## src/rtl/usp_pkg.sv

```systemverilog
// Shared constants for the ultrasonic presence arming block.
package usp_pkg;

  // Item kinds
  localparam logic [1:0] KindEcho = 2'd0;
  localparam logic [1:0] KindTick = 2'd1;
  localparam logic [1:0] KindMic  = 2'd2;

  // Configuration register indices
  localparam int unsigned CfgIdxW = 3;
  localparam logic [CfgIdxW-1:0] CfgAbsencePeriod = 3'd0;
  localparam logic [CfgIdxW-1:0] CfgHitBase       = 3'd1;
  localparam logic [CfgIdxW-1:0] CfgNearLimit     = 3'd2;
  localparam logic [CfgIdxW-1:0] CfgFarLimit      = 3'd3;

  // Register reset values
  localparam logic [15:0] AbsencePeriodRst = 16'd500;
  localparam logic [7:0]  HitBaseRst       = 8'd200;
  localparam logic [9:0]  NearLimitRst     = 10'd40;
  localparam logic [9:0]  FarLimitRst      = 10'd120;

  // Echo time to distance: cm = count * 17150 / clock rate
  localparam int unsigned ClkHzDefault = 16000000;
  localparam int unsigned SoundNum     = 17150;
  localparam longint unsigned MaxEchoProd = 64'd65535 * 64'd17150;
  localparam int unsigned ProdW        = $clog2(MaxEchoProd + 1);

  // Hit counter limits (10 bit two's complement)
  localparam logic signed [9:0] HitMax = 10'sd511;
  localparam logic signed [9:0] HitMin = -10'sd512;

endpackage

```

## src/rtl/usp_req_mul.sv

```systemverilog
// Bit-serial hit_base x pot multiplier with a final divide by 255.
module usp_req_mul (
  input  logic       clk_i,
  input  logic       rst_ni,
  input  logic       start_i,
  input  logic [7:0] base_i,
  input  logic [7:0] pot_i,
  output logic       busy_o,
  output logic [7:0] req_o
);
  logic        busy_q;
  logic [2:0]  cnt_q;
  logic [15:0] acc_q, acc_d;
  logic [15:0] mcand_q;
  logic [7:0]  mplier_q;
  logic [7:0]  req_q;
  logic [16:0] sum255;

  // one multiplier bit per cycle
  assign acc_d  = mplier_q[0] ? acc_q + mcand_q : acc_q;
  // exact x/255 for x up to 255*255: (x + (x>>8) + 1) >> 8
  assign sum255 = {1'b0, acc_d} + 17'(acc_d[15:8]) + 17'd1;

  always_ff @(posedge clk_i or negedge rst_ni) begin
    if (!rst_ni) begin
      busy_q <= 1'b0;
      cnt_q  <= '0;
    end else if (start_i) begin
      busy_q <= 1'b1;
      cnt_q  <= '0;
    end else if (busy_q) begin
      cnt_q <= cnt_q + 3'd1;
      if (cnt_q == 3'd7) begin
        busy_q <= 1'b0;
      end
    end
  end

  always_ff @(posedge clk_i) begin
    if (start_i) begin
      acc_q    <= '0;
      mcand_q  <= {8'd0, base_i};
      mplier_q <= pot_i;
    end else if (busy_q) begin
      acc_q    <= acc_d;
      mcand_q  <= {mcand_q[14:0], 1'b0};
      mplier_q <= {1'b0, mplier_q[7:1]};
      if (cnt_q == 3'd7) begin
        req_q <= sum255[15:8];
      end
    end
  end

  assign busy_o = busy_q;
  assign req_o  = req_q;
endmodule

```

## src/rtl/usp_dist_div.sv

```systemverilog
// Restoring divider: distance = count * 17150 / CLK_HZ, one quotient bit per cycle.
module usp_dist_div #(
  parameter int unsigned CLK_HZ = usp_pkg::ClkHzDefault,
  parameter int unsigned DIST_W = 11
) (
  input  logic              clk_i,
  input  logic              rst_ni,
  input  logic              start_i,
  input  logic [15:0]       count_i,
  output logic              busy_o,
  output logic [DIST_W-1:0] dist_o
);
  import usp_pkg::*;

  localparam int unsigned CntW = (DIST_W > 1) ? $clog2(DIST_W) : 1;
  localparam logic [ProdW-1:0] DvsInit = ProdW'(64'(CLK_HZ) << (DIST_W - 1));
  localparam logic [CntW-1:0]  CntInit = CntW'(DIST_W - 1);

  logic              busy_q;
  logic [CntW-1:0]   cnt_q;
  logic [ProdW-1:0]  rem_q, dvs_q, prod;
  logic [DIST_W-1:0] quo_q;
  logic              ge;

  assign prod = ProdW'({{(ProdW-16){1'b0}}, count_i} * ProdW'(SoundNum));
  assign ge   = (rem_q >= dvs_q);

  always_ff @(posedge clk_i or negedge rst_ni) begin
    if (!rst_ni) begin
      busy_q <= 1'b0;
      cnt_q  <= '0;
    end else if (start_i) begin
      busy_q <= 1'b1;
      cnt_q  <= CntInit;
    end else if (busy_q) begin
      if (cnt_q == '0) begin
        busy_q <= 1'b0;
      end else begin
        cnt_q <= cnt_q - CntW'(1);
      end
    end
  end

  always_ff @(posedge clk_i) begin
    if (start_i) begin
      rem_q <= prod;
      dvs_q <= DvsInit;
      quo_q <= '0;
    end else if (busy_q) begin
      rem_q <= ge ? rem_q - dvs_q : rem_q;
      dvs_q <= {1'b0, dvs_q[ProdW-1:1]};
      quo_q <= DIST_W'({quo_q, ge});
    end
  end

  assign busy_o = busy_q;
  assign dist_o = quo_q;
endmodule

```

## src/rtl/ultrasonic_presence_arming.sv

```systemverilog
// Ultrasonic presence arming: top level, presence state and beat handshakes.
// An echo beat passes through the 8-bit serial multiply and the DistW-bit serial divide,
//   which run side by side, then check and commit; other kinds go straight to commit.
// The next beat can be taken in the cycle after commit; a result still waiting in the
//   output register holds the next one in ST_DONE.
// Reset: asynchronous, active low; registers return to defaults, presence state and out_valid clear.
module ultrasonic_presence_arming #(
  parameter int unsigned CLK_HZ = usp_pkg::ClkHzDefault
) (
  input  logic                        clk_i,
  input  logic                        rst_ni,
  // input item channel
  input  logic                        in_valid_i,
  output logic                        in_ready_o,
  input  logic [1:0]                  kind_i,
  input  logic [15:0]                 echo_count_i,
  input  logic                        echo_timeout_i,
  input  logic [7:0]                  pot_level_i,
  // result channel
  output logic                        out_valid_o,
  input  logic                        out_ready_i,
  output logic                        present_now_o,
  output logic                        armed_now_o,
  output logic                        echo_in_window_o,
  output logic                        arrived_o,
  output logic                        departed_o,
  output logic                        fire_action_o,
  // configuration write channel
  input  logic                        cfg_valid_i,
  output logic                        cfg_ready_o,
  input  logic [usp_pkg::CfgIdxW-1:0] cfg_index_i,
  input  logic [15:0]                 cfg_data_i
);
  import usp_pkg::*;

  // quotient width follows from the largest valid echo and the clock rate
  localparam longint unsigned DistMax = (64'd65534 * 64'd17150) / CLK_HZ;
  localparam int unsigned DistW = $clog2(DistMax + 1);
  localparam int unsigned CmpW  = (DistW > 10) ? DistW : 10;

  typedef enum logic [1:0] {
    ST_IDLE,
    ST_BUSY,
    ST_DONE
  } state_e;

  state_e state_q;

  // configuration registers
  logic [15:0] period_q;
  logic [7:0]  hit_base_q;
  logic [9:0]  near_q, far_q;

  // presence state
  logic [15:0]       tick_q, tick_d;
  logic signed [9:0] hit_q, hit_d;
  logic [7:0]        req_q, req_d;
  logic              present_q, present_d;
  logic              armed_q, armed_d;
  logic              window_q, window_d;
  logic              arr_d, dep_d, fire_d;

  // latched input beat
  logic [1:0]  kind_q;
  logic [15:0] count_q;
  logic        timeout_q;

  // output register
  logic out_valid_q;
  logic present_o_q, armed_o_q, window_o_q, arr_o_q, dep_o_q, fire_o_q;

  // serial units
  logic             in_acc;
  logic             mul_busy, div_busy;
  logic [7:0]       mul_req;
  logic [DistW-1:0] dist_cm;
  logic             out_free;

  assign in_ready_o  = (state_q == ST_IDLE);
  assign in_acc      = in_valid_i && in_ready_o;
  assign cfg_ready_o = 1'b1;
  assign out_free    = !out_valid_q || out_ready_i;

  // both units start on every beat; only echo beats use their answers
  usp_req_mul u_req_mul (
    .clk_i   (clk_i),
    .rst_ni  (rst_ni),
    .start_i (in_acc),
    .base_i  (hit_base_q),
    .pot_i   (pot_level_i),
    .busy_o  (mul_busy),
    .req_o   (mul_req)
  );

  usp_dist_div #(
    .CLK_HZ (CLK_HZ),
    .DIST_W (DistW)
  ) u_dist_div (
    .clk_i   (clk_i),
    .rst_ni  (rst_ni),
    .start_i (in_acc),
    .count_i (echo_count_i),
    .busy_o  (div_busy),
    .dist_o  (dist_cm)
  );

  // next presence state for the beat in hand
  logic              timeout, in_win;
  logic [CmpW-1:0]   dist_x, near_x, far_x;
  logic [15:0]       tick_inc;
  logic signed [16:0] hit_x100;

  assign dist_x   = CmpW'(dist_cm);
  assign near_x   = CmpW'(near_q);
  assign far_x    = CmpW'(far_q);
  assign timeout  = timeout_q || (count_q == 16'hFFFF);
  assign in_win   = (dist_x < far_x) && (dist_x > near_x);
  assign tick_inc = tick_q + 16'd1;
  assign hit_x100 = 17'(hit_q) * 17'sd100;

  always_comb begin
    tick_d    = tick_q;
    hit_d     = hit_q;
    req_d     = req_q;
    present_d = present_q;
    armed_d   = armed_q;
    window_d  = window_q;
    arr_d     = 1'b0;
    dep_d     = 1'b0;
    fire_d    = 1'b0;
    case (kind_q)
      KindEcho: begin
        req_d = mul_req;
        if (timeout || !in_win) begin
          window_d = 1'b0;
          hit_d    = '0;
        end else begin
          window_d = 1'b1;
          if (!present_q) begin
            if (hit_q < HitMax) begin
              hit_d = hit_q + 10'sd1;
            end
            // compare the count before the increment with the new requirement
            if (hit_q >= $signed({2'b00, mul_req})) begin
              armed_d   = 1'b1;
              present_d = 1'b1;
              tick_d    = '0;
              arr_d     = 1'b1;
            end
          end
        end
      end
      KindTick: begin
        tick_d = tick_inc;
        if (tick_inc >= period_q) begin
          tick_d = '0;
          if (present_q) begin
            if (hit_q > HitMin) begin
              hit_d = hit_q - 10'sd1;
            end
            if (hit_x100 < $signed({9'd0, req_q})) begin
              armed_d   = 1'b0;
              present_d = 1'b0;
              dep_d     = 1'b1;
            end
          end
        end
      end
      KindMic: begin
        fire_d = armed_q;
      end
      default: begin
      end
    endcase
  end

  // sequencer and state
  always_ff @(posedge clk_i or negedge rst_ni) begin
    if (!rst_ni) begin
      state_q     <= ST_IDLE;
      tick_q      <= '0;
      hit_q       <= '0;
      req_q       <= '0;
      present_q   <= 1'b0;
      armed_q     <= 1'b0;
      window_q    <= 1'b0;
      out_valid_q <= 1'b0;
      period_q    <= AbsencePeriodRst;
      hit_base_q  <= HitBaseRst;
      near_q      <= NearLimitRst;
      far_q       <= FarLimitRst;
    end else begin
      if (cfg_valid_i) begin
        case (cfg_index_i)
          CfgAbsencePeriod: period_q   <= cfg_data_i;
          CfgHitBase:       hit_base_q <= cfg_data_i[7:0];
          CfgNearLimit:     near_q     <= cfg_data_i[9:0];
          CfgFarLimit:      far_q      <= cfg_data_i[9:0];
          default: begin
          end
        endcase
      end

      // a new result replaces the one leaving on the same edge
      if (state_q == ST_DONE && out_free) begin
        out_valid_q <= 1'b1;
      end else if (out_ready_i) begin
        out_valid_q <= 1'b0;
      end

      case (state_q)
        ST_IDLE: begin
          if (in_acc) begin
            state_q <= (kind_i == KindEcho) ? ST_BUSY : ST_DONE;
          end
        end
        ST_BUSY: begin
          if (!mul_busy && !div_busy) begin
            state_q <= ST_DONE;
          end
        end
        ST_DONE: begin
          // commit only once the output register can take the result
          if (out_free) begin
            tick_q      <= tick_d;
            hit_q       <= hit_d;
            req_q       <= req_d;
            present_q   <= present_d;
            armed_q     <= armed_d;
            window_q    <= window_d;
            state_q     <= ST_IDLE;
          end
        end
        default: begin
          state_q <= ST_IDLE;
        end
      endcase
    end
  end

  // beat payload and result payload
  always_ff @(posedge clk_i) begin
    if (in_acc) begin
      kind_q    <= kind_i;
      count_q   <= echo_count_i;
      timeout_q <= echo_timeout_i;
    end
    if (state_q == ST_DONE && out_free) begin
      present_o_q <= present_d;
      armed_o_q   <= armed_d;
      window_o_q  <= window_d;
      arr_o_q     <= arr_d;
      dep_o_q     <= dep_d;
      fire_o_q    <= fire_d;
    end
  end

  assign out_valid_o      = out_valid_q;
  assign present_now_o    = present_o_q;
  assign armed_now_o      = armed_o_q;
  assign echo_in_window_o = window_o_q;
  assign arrived_o        = arr_o_q;
  assign departed_o       = dep_o_q;
  assign fire_action_o    = fire_o_q;
endmodule

```

## config.mk

```make
export PLATFORM = sky130hd
export DESIGN_NAME = ultrasonic_presence_arming
export DESIGN_NICKNAME = d
export VERILOG_FILES = /design/src/rtl/usp_pkg.sv /design/src/rtl/usp_req_mul.sv /design/src/rtl/usp_dist_div.sv /design/src/rtl/ultrasonic_presence_arming.sv
export SDC_FILE = /design/constraint.sdc
export NUM_CORES = 1
export LEC_CHECK = 0
export BUFFER_PORTS_ARGS = -buffer_cell sky130_fd_sc_hd__buf_2
export CAP_MARGIN = 25
export CORE_MARGIN = 3
export CORE_UTILIZATION = 60
export DETAILED_ROUTE_END_ITERATION = 7
export HOLD_SLACK_MARGIN = 0.03
export PLACE_DENSITY_LB_ADDON = 0.12
export SETUP_SLACK_MARGIN = 0.1
export SYNTH_ARGS = -nofsm -noshare
export SYNTH_HDL_FRONTEND = slang
export SYNTH_SLANG_ARGS = --single-unit
```

## constraint.sdc

```tcl
create_clock -name clk_i -period 10.6 [get_ports clk_i]
set_input_delay 1.06 -clock clk_i [delete_from_list [all_inputs] [get_ports clk_i]]
set_output_delay 1.06 -clock clk_i [all_outputs]
set_load 0.01 [all_outputs]
```

==> out/metrics.yaml <==
clocking:
  clock-sinks: 233
  cts_tree: "yes"
  worstSkewPairLatency_ps: 550
  cts_hold_buf: 0
  cts_setup_buffers: 0
  clk_path_buf_depth: 3
  cts.htree.levels: 1
  cts_buffers: 27
  root_buffer: "clkbuf_16"
  path_clk_slew_ps: 60
  post_cts_resized: 0
synth:
  synth.most_common_cell: "inv_1"
  yosysWarnings: 0
  synth_cell_types: 80
  ys.flop_type: "edfxtp_1"
  synth_edf_count: 79
  syn_area_um2: 18800
  avgSynthCellArea_um2: 9.598
  syn_nets: 2366
  ys_top_cells_by_count: "inv_1, ha_1, nand2_1, a21oi_1, nor2_1"
  syn-instance-count: 1959
  synthArstFlopShare_pct: 39.48
  synth.largest_area_cell: "ha_1"
  synth_top_area_share_pct: 17.10
  synth_area_leaders: "ha_1, edfxtp_1, fa_1, dfrtp_1, dfxtp_1"
  ys_seq_elements: 233
  ys_seq_area_share_pct: 31.56
hold_path:
  hold_class: "input port to asynchronous set/reset pin"
critical_path:
  crit_arrival_ps: 7010
  cp_data_required_time_ps: 10870
  cp_slowest_cell: "fa_1"
  crit_path_max_incr_delay_ps: 530
  start_kind: "input port"
  end_kind: "flop"
  worstSetupPathType: "input port to flop"
  path_max_fanout: 7
  crit_chain: "buf_2, inv_1, fa_1, fa_1, inv_1, fa_1, inv_1, fa_1, inv_1, fa_1, inv_1, fa_1, inv_1, ha_1, nand4_1, nor4_1, o311ai_0, a21oi_1, a41oi_1, nor3_1, o22a_1, xnor2_1, o22ai_1"
final_layout:
  fin_util_pct: 66.23
  num_antenna_cells: 0
  areaGrowthSynthToFinish_pct: 8.311
  final_cell_area_um2: 20370
  drive_gt1_share_pct: 8.880
  nets: 2413
detailed_routing:
  via_per_inst: 5.763
  remaining_drc_errors: 0
  first_pass_iters: 6
  vias: 13960
  routed_wl_um: 39760
  drt_iter0_markers: 919
  postRouteAntennaNets: 0
  wire_per_inst_um: 16.41
floorplan:
  io-pin-count: 60
  start_util_pct: 61.15
  row_count: 64
  die_x_um: 183.0
  die_area_um2: 33500
  coreArea_um2: 30750
  die_h_um: 183.0
placement:
  dp_hpwl_um: 30480
  place_area_um2: 19470
  buffer_ports.inserted: 58
  place_congestion: 0.8995
timing:
  rsz0062_at_grt: "false"
  finClkSkew_ps: 11.02
  worst_slew_pin_slew_ps: 1132
  max-slew-margin-rel_pct: 23.86
  period_share_pct: 63.61
  min_period_ps: 6743
  hold_violations: 0
  report.final.slew_viol_count: 0
  setup_viol: 0
  timing.fmax_ghz: 0.1483
  fin_setup_tns_ps: 0
power:
  ir_drop_mv: 0.1848
  p_per_area_nw_per_um2: 344.0
  power_leakage_nw: 10.12
global_route:
  grt_usage_pct: 24.28
  antenna_found_initial: 0
  grt_max_degree: 71
  first_global_vias: 13920
  grt_overflow: 0
  grt_pass1_wl_um: 68030
run:
  maxCapViolations: 0
outcome:
  status: "completed"
logic make-up after synthesis:
group | share of synthesized area [%]
and+or+nand+nor | 10.97
AOI/OAI and AO/OA | 14.80
adders and majority gates | 27.64
buffers and inverters | 6.514
DFF | 31.56
xor gates and xnor gates | 3.959
muxes | 4.532
other | 0.01994
cell type report:
type | count | area [µm²]
Clock buffer | 41 | 800.8
Clock inverter | 9 | 92.59
Fill cell | 2516 | 10380
Inverter | 270 | 1015
Multi-Input combinational cell | 1405 | 11650
Sequential cell | 233 | 5936
Tap cell | 396 | 495.5
Timing Repair Buffer | 69 | 375.4
critical path, delay by kind of cell:
kind | cells | cell delay [ps]
adder cells (fa/ha/maj) | 7 | 3390
AO/OA/AOI/OAI | 5 | 1120
AND/OR/NAND/NOR | 3 | 700
buffers and inverters | 7 | 650
XOR/XNOR | 1 | 120
flip-flops by register name, summed over array words and instances, names as in the netlist, 10 cells and up:
name and cells:
count_q 16, far_q 10, hit_q 10, near_q 10
period_q 16, tick_q 16, u_dist_div.dvs_q 30, u_dist_div.rem_q 31
u_req_mul.acc_q 16, u_req_mul.mcand_q 16
power breakdown:
part           leakage, nW  internal, mW  switching (mW)  total (mW)
Sequential            2.45          1.34           0.209        1.55
Clock                0.440         0.550           0.374       0.924
Combinational         7.23          1.88            2.64        4.53
Total                 10.1          3.78            3.23        7.00
path summary, 6_finish.rpt:
| path | depth (start not counted) | slack [ps] | start | endpoint |
|---|---|---|---|---|
| setup reg to reg | 18 | 5970 | u_req_mul.mcand_q[0] | u_req_mul.req_o[7] |
| min in group clk_i | 2 | 480 | u_dist_div.dvs_q[27] | u_dist_div.dvs_q[26] |
| hold / removal | 1 | 400 | rst_ni | tick_q[15] |
| hold reg to reg | 2 | 480 | u_dist_div.dvs_q[27] | u_dist_div.dvs_q[26] |
| max in group asynchronous | 2 | 9020 | rst_ni | req_q[7] |
| setup / recovery | 23 | 3860 | echo_count_i[6] | u_dist_div.rem_q[28] |
cells in the final DEF (no fill, tap or decap), drive strengths merged, types with 9 or more instances in the layout:
cell,instances
dfxtp,62
o211ai,12
buf,69
nand2,170
fa,99
edfxtp,79
a31oi,28
dfstp,15
mux2,33
a21o,51
o22ai,14
mux2i,48
nor2,105
nor2b,11
nand2b,26
dfrtp,77
a22o,10
and3,21
nand3,45
o21ai,107
o31ai,9
a21oi,115
o21bai,12
o21a,15
ha,257
xnor2,42
inv,271
nor3,22
clkbuf,41
xor2,43
nand4,18
a211oi,15
routing by layer:
metal | vias to the layer above | wire (µm) | track usage (%)
li1 | 6872 | - | -
met1 | 6700 | 19390 | 35.55
met2 | 327 | 17510 | 38.90
met3 | 65 | 1880 | 2.856
met4 | 0 | 974 | 6.033
met5 | - | 0 | 0
stage by stage:
stage	std cells	hold WS [ps]	worst slack [ps]	power, mW
final	2423	399.1	3857	7.005
after detailed placement	2373	470.8	3304	6.036
after floorplan	1959	437.0	3919	5.059
after global routing	2423	395.1	3452	7.722
after CTS	2423	381.7	3859	7.011
after global placement	2373	455.2	3361	5.908
Power figures use the tool's default switching activity.
